**src/rtl/bba_pkg.sv**
```systemverilog
package bba_pkg;

  localparam int unsigned MAX_ORDER_DEF = 16;
  localparam int unsigned MIN_ORDER_DEF = 3;

  localparam int unsigned SIZE_W  = 32;
  localparam int unsigned ADDR_W  = 16;
  localparam int unsigned ORDO_W  = 5;
  localparam int unsigned ORD_W   = 6;
  localparam int unsigned STAT_W  = 2;

  localparam logic [STAT_W-1:0] ST_DONE    = 2'd0;
  localparam logic [STAT_W-1:0] ST_NOFIT   = 2'd1;
  localparam logic [STAT_W-1:0] ST_BADFREE = 2'd2;

  localparam logic FUNC_ALLOC = 1'b0;

  typedef enum logic [1:0] {
    NS_UNUSED = 2'd0,
    NS_AVAIL  = 2'd1,
    NS_ALLOC  = 2'd2,
    NS_SPLIT  = 2'd3
  } node_e;

  typedef enum logic [1:0] {
    WR_IDX    = 2'd0,
    WR_RIGHT  = 2'd1,
    WR_PARENT = 2'd2,
    WR_ROOT   = 2'd3
  } wr_sel_e;

  typedef enum logic [2:0] {
    IDX_HOLD    = 3'd0,
    IDX_LEFT    = 3'd1,
    IDX_DESCEND = 3'd2,
    IDX_UP      = 3'd3,
    IDX_NEXT    = 3'd4
  } idx_op_e;

  typedef enum logic [1:0] {
    RES_GRANT   = 2'd0,
    RES_OK      = 2'd1,
    RES_NOFIT   = 2'd2,
    RES_BADFREE = 2'd3
  } res_e;

  typedef struct packed {
    logic    load;
    logic    rd_en;
    logic    rd_sib;
    logic    wr_en;
    wr_sel_e wr_sel;
    node_e   wr_val;
    idx_op_e idx_op;
    logic    res_en;
    res_e    res_kind;
    logic    emit;
  } cmd_t;

  typedef struct packed {
    logic  func;
    logic  req_big;
    logic  addr_big;
    node_e node;
    logic  ord_gt_req;
    logic  ord_gt_min;
    logic  idx_root;
    logic  idx_odd;
    logic  addr_hit;
    logic  out_free;
  } stat_t;

endpackage

```
**src/rtl/bba_ctrl.sv**
```systemverilog
module bba_ctrl import bba_pkg::*; (
  input  logic  clk_i,
  input  logic  rst_ni,
  input  logic  in_valid_i,
  output logic  in_ready_o,
  input  stat_t stat_i,
  output cmd_t  cmd_o
);

  typedef enum logic [13:0] {
    S_INIT   = 14'b00000000000001,
    S_IDLE   = 14'b00000000000010,
    S_ACHK   = 14'b00000000000100,
    S_AREAD  = 14'b00000000001000,
    S_AEVAL  = 14'b00000000010000,
    S_AUP    = 14'b00000000100000,
    S_SPLIT  = 14'b00000001000000,
    S_SPLIT2 = 14'b00000010000000,
    S_FCHK   = 14'b00000100000000,
    S_FREAD  = 14'b00001000000000,
    S_FEVAL  = 14'b00010000000000,
    S_MRD    = 14'b00100000000000,
    S_MEVAL  = 14'b01000000000000,
    S_DONE   = 14'b10000000000000
  } state_e;

  state_e state_q, state_d;

  assign in_ready_o = state_q == S_IDLE;

  always_comb begin
    state_d = state_q;
    cmd_o   = '0;
    case (state_q)
      S_INIT: begin
        cmd_o.wr_en  = 1'b1;
        cmd_o.wr_sel = WR_ROOT;
        cmd_o.wr_val = NS_AVAIL;
        state_d      = S_IDLE;
      end
      S_IDLE: begin
        if (in_valid_i) begin
          cmd_o.load = 1'b1;
          state_d    = S_ACHK;
        end
      end
      S_ACHK: begin
        if (stat_i.func != FUNC_ALLOC) begin
          state_d = S_FCHK;
        end else if (stat_i.req_big) begin
          cmd_o.res_en   = 1'b1;
          cmd_o.res_kind = RES_NOFIT;
          state_d        = S_DONE;
        end else begin
          state_d = S_AREAD;
        end
      end
      S_AREAD: begin
        cmd_o.rd_en = 1'b1;
        state_d     = S_AEVAL;
      end
      S_AEVAL: begin
        if (stat_i.node == NS_AVAIL) begin
          state_d = S_SPLIT;
        end else if (stat_i.node == NS_SPLIT && stat_i.ord_gt_req && stat_i.ord_gt_min) begin
          cmd_o.idx_op = IDX_LEFT;
          state_d      = S_AREAD;
        end else begin
          state_d = S_AUP;
        end
      end
      S_AUP: begin
        if (stat_i.idx_root) begin
          cmd_o.res_en   = 1'b1;
          cmd_o.res_kind = RES_NOFIT;
          state_d        = S_DONE;
        end else if (stat_i.idx_odd) begin
          cmd_o.idx_op = IDX_UP;
        end else begin
          cmd_o.idx_op = IDX_NEXT;
          state_d      = S_AREAD;
        end
      end
      S_SPLIT: begin
        cmd_o.wr_en  = 1'b1;
        cmd_o.wr_sel = WR_IDX;
        if (stat_i.ord_gt_req && stat_i.ord_gt_min) begin
          cmd_o.wr_val = NS_SPLIT;
          state_d      = S_SPLIT2;
        end else begin
          cmd_o.wr_val   = NS_ALLOC;
          cmd_o.res_en   = 1'b1;
          cmd_o.res_kind = RES_GRANT;
          state_d        = S_DONE;
        end
      end
      S_SPLIT2: begin
        cmd_o.wr_en  = 1'b1;
        cmd_o.wr_sel = WR_RIGHT;
        cmd_o.wr_val = NS_AVAIL;
        cmd_o.idx_op = IDX_LEFT;
        state_d      = S_SPLIT;
      end
      S_FCHK: begin
        if (stat_i.addr_big) begin
          cmd_o.res_en   = 1'b1;
          cmd_o.res_kind = RES_BADFREE;
          state_d        = S_DONE;
        end else begin
          state_d = S_FREAD;
        end
      end
      S_FREAD: begin
        cmd_o.rd_en = 1'b1;
        state_d     = S_FEVAL;
      end
      S_FEVAL: begin
        if (stat_i.node == NS_ALLOC && stat_i.addr_hit) begin
          cmd_o.wr_en  = 1'b1;
          cmd_o.wr_sel = WR_IDX;
          cmd_o.wr_val = NS_AVAIL;
          state_d      = S_MRD;
        end else if (stat_i.node == NS_SPLIT && stat_i.ord_gt_min) begin
          cmd_o.idx_op = IDX_DESCEND;
          state_d      = S_FREAD;
        end else begin
          cmd_o.res_en   = 1'b1;
          cmd_o.res_kind = RES_BADFREE;
          state_d        = S_DONE;
        end
      end
      S_MRD: begin
        if (stat_i.idx_root) begin
          cmd_o.res_en   = 1'b1;
          cmd_o.res_kind = RES_OK;
          state_d        = S_DONE;
        end else begin
          cmd_o.rd_en  = 1'b1;
          cmd_o.rd_sib = 1'b1;
          state_d      = S_MEVAL;
        end
      end
      S_MEVAL: begin
        if (stat_i.node == NS_AVAIL) begin
          cmd_o.wr_en  = 1'b1;
          cmd_o.wr_sel = WR_PARENT;
          cmd_o.wr_val = NS_AVAIL;
          cmd_o.idx_op = IDX_UP;
          state_d      = S_MRD;
        end else begin
          cmd_o.res_en   = 1'b1;
          cmd_o.res_kind = RES_OK;
          state_d        = S_DONE;
        end
      end
      S_DONE: begin
        if (stat_i.out_free) begin
          cmd_o.emit = 1'b1;
          state_d    = S_IDLE;
        end
      end
      default: begin
        state_d = S_IDLE;
      end
    endcase
  end

  always_ff @(posedge clk_i or negedge rst_ni) begin
    if (!rst_ni) begin
      state_q <= S_INIT;
    end else begin
      state_q <= state_d;
    end
  end

endmodule

```
**config.mk**
```make
export PLATFORM = sky130hd
export DESIGN_NAME = bba_ctrl
export DESIGN_NICKNAME = d
export VERILOG_FILES = /design/src/rtl/bba_pkg.sv /design/src/rtl/bba_ctrl.sv
export SDC_FILE = /design/constraint.sdc
export NUM_CORES = 1
export LEC_CHECK = 0
export BUFFER_PORTS_ARGS = -buffer_cell sky130_fd_sc_hd__buf_2
export CAP_MARGIN = 20
export CORE_MARGIN = 5
export CORE_UTILIZATION = 45
export CTS_BUF_LIST = sky130_fd_sc_hd__clkbuf_4 sky130_fd_sc_hd__clkbuf_8 sky130_fd_sc_hd__clkbuf_16
export DETAILED_ROUTE_END_ITERATION = 10
export MAX_ROUTING_LAYER = met4
export PLACE_DENSITY = 0.73
export SLEW_MARGIN = 20
export SYNTH_ARGS = -nofsm -noshare
export SYNTH_HDL_FRONTEND = slang
export SYNTH_SLANG_ARGS = --single-unit
```
**constraint.sdc**
```tcl
create_clock -name clk_i -period 1.85 [get_ports clk_i]
set_input_delay 0.0925 -clock clk_i [delete_from_list [all_inputs] [get_ports clk_i]]
set_output_delay 0.0925 -clock clk_i [all_outputs]
set_load 0.01 [all_outputs]
```
### Word-level counts from Yosys, hierarchy flattened

Cells that the tools add are included.

* reduce and logical (&&, ||, !) cells: 7
* divide/modulo/power cells: 0
* magnitude comparators: 0
* bitwise logic cells: 0
* multiply operators: 0
* multiplexer cells: 42
* eq/ne operators: 20
* add/sub/neg operators: 0
* shifts and indexed selects: 0

Operators with widths (number)
* 14-bit case mux with 13 select lines: 1
* 14-bit 2-to-1 mux: 12
* 3-bit 2-to-1 mux: 10
* 5-bit case mux with 5 select lines: 1
* 3-bit case mux with 7 select lines: 1
* 3-bit case mux with 5 select lines: 1
* 14-bit by 1-bit equality test with 1-bit output, second input constant: 1
* 14-bit by 10-bit equality test with 1-bit output, second input constant: 1
* 14-bit by 11-bit equality test with 1-bit output, second input constant: 1
* 14-bit by 12-bit equality test with 1-bit output, second input constant: 1
* 14-bit by 13-bit equality test with 1-bit output, second input constant: 1
* 14-bit equality test, second input constant: 1
* 14-bit by 2-bit equality test with 1-bit output, second input constant: 1
* 14-bit by 3-bit equality test with 1-bit output, second input constant: 1
* 14-bit by 4-bit equality test with 1-bit output, second input constant: 1
* 14-bit by 5-bit equality test with 1-bit output, second input constant: 1
* 14-bit by 6-bit equality test with 1-bit output, second input constant: 1
* 14-bit by 7-bit equality test with 1-bit output, second input constant: 1
* 14-bit by 8-bit equality test with 1-bit output, second input constant: 1
* 14-bit by 9-bit equality test with 1-bit output, second input constant: 1
* 5-bit 2-to-1 mux: 2
* 1-bit 2-to-1 mux: 8
* 8-bit 2-to-1 mux: 1
* 7-bit 2-to-1 mux: 1
* 10 further kinds: 17

* register bits: 14
* output and inout bits: 16
* ROM bits: 0
* RAM bits: 0
* bits in latches: 0
* word-level logic and storage cells: 70
* input port bits: 14
* memories: 0

### Logic depth before layout (Yosys ltp)

* depth in word-level cells: 6
* gate-level depth with buffers: 6
* mapped depth without buffers: 5

### Worst setup path before layout

OpenSTA, ideal clock, no wires.

* path type: reg-to-output
* start: register state_q[8]
* end: output port cmd_o[11] (netlist bit)
* path buffers: 1
* stages on the path, launching flop included: 7
* data arrival time: 1698 ps
* path slack: 59 ps
* cell sequence: dfrtp_1 -> buf_6 -> nor4_4 -> nand2_1 -> nor3_1 -> a311oi_4 -> nand2_2

RTL lines
* start: declaration: RTL line bba_ctrl.sv:27 `state_e state_q, state_d;`
* start signal: assignment: RTL line bba_ctrl.sv:172 `state_q <= state_d;`
* end: declaration: RTL line bba_ctrl.sv:7 `output cmd_t cmd_o`

==> metrics.sh <==
IO_PINS=30
WORST_PATH_DOMINANT_CELL_FAMILY='buffers and inverters'
DRT-MET1-WL_MM=2.17
CP_DATA_REQUIRED_TIME_NS=1.76
LAYOUT_COMMON_CELLS='47 x buf_4, 26 x buf_2, 14 x buf_6'
1ST_PASS_ROUTER_ITERATIONS=5
MIN_FROM='in_valid_i'
DP.FINAL_HPWL_MM=3.06
LARGEST_REG_FLOPS=14
P_PER_AREA_nW_PER_UM2=382
MOSTFREQUENTLAYOUTCELL='buf_4'
GLOBAL_ROUTE_USAGE_SUM_PCT=29.5
LENGTH_IN_CELLS_OF_THE_WORST_REG_TO_REG_PATH=7
MAXUSEDROUTINGLAYER='met4'
HOLD_VIOL_FINAL=0
ROUTED_LENGTH_ON_MET2_MM=2.42
SYNTHMUXAREASHARE_PCT=0
OUTCOME='finished, violations left'
TRITONCTS_NUM_SINKS=14
ROUTE.DETAILED.DRC=0
DESIGN_POWER_TOTAL_mW=0.817
IR_DROP_uV=434
CTS_ROOT_BUFFER='clkbuf_4'
AVGROUTEDWIREPERCELL_UM=22.0
TIMING.CRITICAL_PATH.BUF_INV=4
WORSTREG2REGEND='state_q[1]$_DFFE_PN0P_'
POSTSYNTH.TOPFLOPCELL='dfrtp_1'
YS_SEQ_ELEMENTS=14
SYNTH-EDFF-COUNT=0
GRT_ANTENNA_BEFORE_REPAIR=0
SHARE_OF_THE_SYNTHESIZED_AREA_IN_COMPOUND_GATES_AO_OA_AOI_OAI_PCT=13.1
HORIZONTAL_DIE_DIMENSION_UM=62.0
FP.DIEAREA_UM2=3850
GRT_REMAINING_OVERFLOW=0
NUMPORTBUFFERS=29
MAPPEDNETLISTNETS=150
LEAKAGEPOWER_nW=1.04
GRT_FIRST_PASS_WIRELENGTH_MM=7.69
DRV_SLEW=0
DIE_H_UM=62.0
LAYOUT_WORST_PATH_CYCLE_SHARE_PCT=120
WORST_CLOCK_SKEW_NS=0.00728
POST_SYNTH_NUM_CELL_TYPES=48
R2R_START='state_q[4]$_DFFE_PN0P_'
TRITONCTS_CLOCK_TREE='done'
MULTI_INPUT_COMB_AREA_UM2=1050
REGISTER_AREA_UM2=355
CRITPATHMAXFANOUT=4
WL_MM=5.56
CRITPATHMOSTFREQUENTCELL='buf_4'
MET3WIRELENGTH_UM=639
PLACED_CELL_AREA_UM2=1600
DETAILEDROUTE.FIRSTITERATIONVIOLATIONS=197
SYNTH_SIMPLE_GATE_AREA_SHARE_PCT=49.4
LAYOUT_TOP_REGISTERS='state_q (14)'
ANTENNA_VIOLATING_NETS_POST_ROUTE=0
SYNTHESIS.INSTANCES=136
VIAS_IN_THE_FIRST_GLOBAL_ROUTE=1565
CLKLATENCYLATEPIN_NS=0.30
CP_DATA_ARRIVAL_TIME_NS=2.13
TOP_REGISTER='state_q'
UNREPAIRED_SETUP_ENDPOINTS_AFTER_GLOBAL_ROUTING='true'
HOLD_CLASS='input port to flop'
MAX_CAP_VIOLATIONS=0
VIOLATED_CHECKS='setup timing'
WORSTHOLDENDPOINT='state_q[2]$_DFFE_PN0P_'
WORSTSETUPENDPOINTTYPE='output pin'
FINAL_DESIGN_AREA_NO_FILL_UM2=2140
DIODES=0
AREA_GROWTH_SYN_TO_FIN_PCT=75.4
SYNTH_SEQUENTIAL_AREA_RATIO_PCT=28.9
FINAL_PERIOD_MINUS_WORST_SETUP_SLACK_NS=2.22
R2R_SETUP_SLACK_NS=-0.17
SYNTHESIS.AREA_UM2=1220
POST_SYNTHESIS_AREA_PER_INSTANCE_UM2=8.96
CLK_PIN_SLEW_WORST_PATHS_NS=0.10
CRITICAL_PATH.STARTPOINT_TYPE='flop'
ROW_COUNT=18
VIA_DENSITY_PER_INSTANCE=6.62
CTS_MAX_LEVEL=1
SYNTHXORXNORAREAFRAC_PCT=4.31
MAXIMUM_NUMBER_OF_PINS_ON_ONE_NET_BEFORE_GLOBAL_ROUTE_REPAIR=15
NUM_VIAS=1668
COREAREA_UM2=2540
WORST_PATH_LARGEST_CELL_DELAY_NS=0.43
SYNTH_ADDER_AREA_SHARE_PCT=0
SYNTH_ASYNC_SR_FLOP_SHARE_PCT=100
FILLERINSTANCES=126
YS.WARNINGS.COUNT=0
CRIT_PATH_CELL_TRACE='buf_4 > nor4_4 > buf_4 > buf_4 > and3_4 > a311oi_4 > o21ai_2 > buf_2'
INITIAL_UTILIZATION_PCT=47.9
CTS_INSERTED_BUFFERS=3
DRIVE_ABOVE_1_SHARE_PCT=63.1
CRIT_TYPE='flop to output pin'
CTS_MAX_PATH_BUFFERS=2
FINAL-SETUP-VIOL-COUNT=18
GP_ROUTABILITY_CONGESTION=0.898
STARTPOINT='state_q[4]$_DFFE_PN0P_'
DOMINANT_COMBINATIONAL_CELL_FAMILY_BY_AREA_AFTER_SYNTHESIS='simple AND/OR/NAND/NOR gates'
FINAL_STAGE_NET_COUNT=237
TIMING.CRITICAL_PATH.SLOWEST_STAGE_CELL='dfrtp_1'
MAX_FCLK_GHz=0.451
POST_ROUTE_SETUP_SLACK_NS=-0.368
TIMING.HOLD.WORST_PATH_DEPTH=2
==> report_power, final <==
group / internal [mW] / switching, mW / leakage, nW
Clock: 0.0988 / 0.122 / 0.0184
Sequential: 0.314 / 0.00972 / 0.183
Combinational: 0.136 / 0.137 / 0.835
==> cell families (layout without fill, tap and decap cells) <==
| logic type | after synthesis | after routing |
|---|---|---|
| simple gates | 86 | 86 |
| compound gates | 20 | 20 |
| flops | 14 | 14 |
| buf+inv | 9 | 95 |
| xor+xnor | 6 | 6 |
| other cells | 1 | 1 |
==> per-layer routing <==
metal	global-route usage, %	vias to the layer above
met5	-	-
met4	20.3	0
met3	5.79	39
met1	34.0	770
li1	-	692
met2	45.7	167
==> through the flow <==
stage,cells,TNS [ns],utilization (%),setup slack [ns],hold slack (ns)
floorplan,136,0,-,0.0591,-0.203
global placement,220,-0.263,62.9,-0.0837,0.0114
detailed placement,220,-0.206,62.9,-0.0965,0.0264
CTS,242,-2.54,76.6,-0.281,0.0315
global route,252,-5.61,84.0,-0.436,0.0472
finish,252,-4.52,84.0,-0.368,0.0191
==> cells in the mapped netlist, types with 2 or more instances <==
cell,count,share of area (%)
nor4_4,3,5.2
nand3_2,2,1.6
nand2_1,9,2.8
and4b_1,3,2.5
nor2b_1,4,2.1
nand4_1,4,2.1
a31o_2,2,1.4
xnor2_1,2,1.4
and2_1,3,1.5
nand4b_1,3,2.2
xor2_1,4,2.9
inv_1,2,0.62
o21ai_0,3,1.2
nand2b_1,5,2.6
nor4b_1,5,3.6
buf_2,4,1.6
clkbuf_2,2,0.82
nor3_1,9,3.7
nor2_1,9,2.8
a21oi_1,4,1.6
dfrtp_1,13,27
o21ai_2,2,1.4
nand3_1,8,3.3
or3_1,4,2.1
a31oi_1,2,1.0
or4_4,3,2.8
==> timing repair <==
item | 4_1_cts | 5_1_grt
hold buffers | 2 | 0
endpoints found under the setup margin | 16 | 18
resized for setup | 38 | 21
pin swaps | 22 | 13
buffers inserted | 16 | 10
hold endpoints to repair | 14 | 0
==> cell type report <==
class | count | area share [%]
Multi-Input combinational cell | 113 | 48.9
Clock buffer | 4 | 1.41
Sequential cell | 14 | 16.6
Tap cell | 30 | 1.76
Inverter | 2 | 0.351
Timing Repair Buffer | 89 | 30.9
==> how the worst max path moves through the flow <==
stage | to | cells past startpoint
final | cmd_o[7] | 8
after global routing | cmd_o[7] | 8
after floorplan | cmd_o[11] | 6
after CTS | cmd_o[7] | 6
after global placement | cmd_o[3] | 6
after detailed placement | cmd_o[3] | 6
Power figures use the tool's default switching activity.
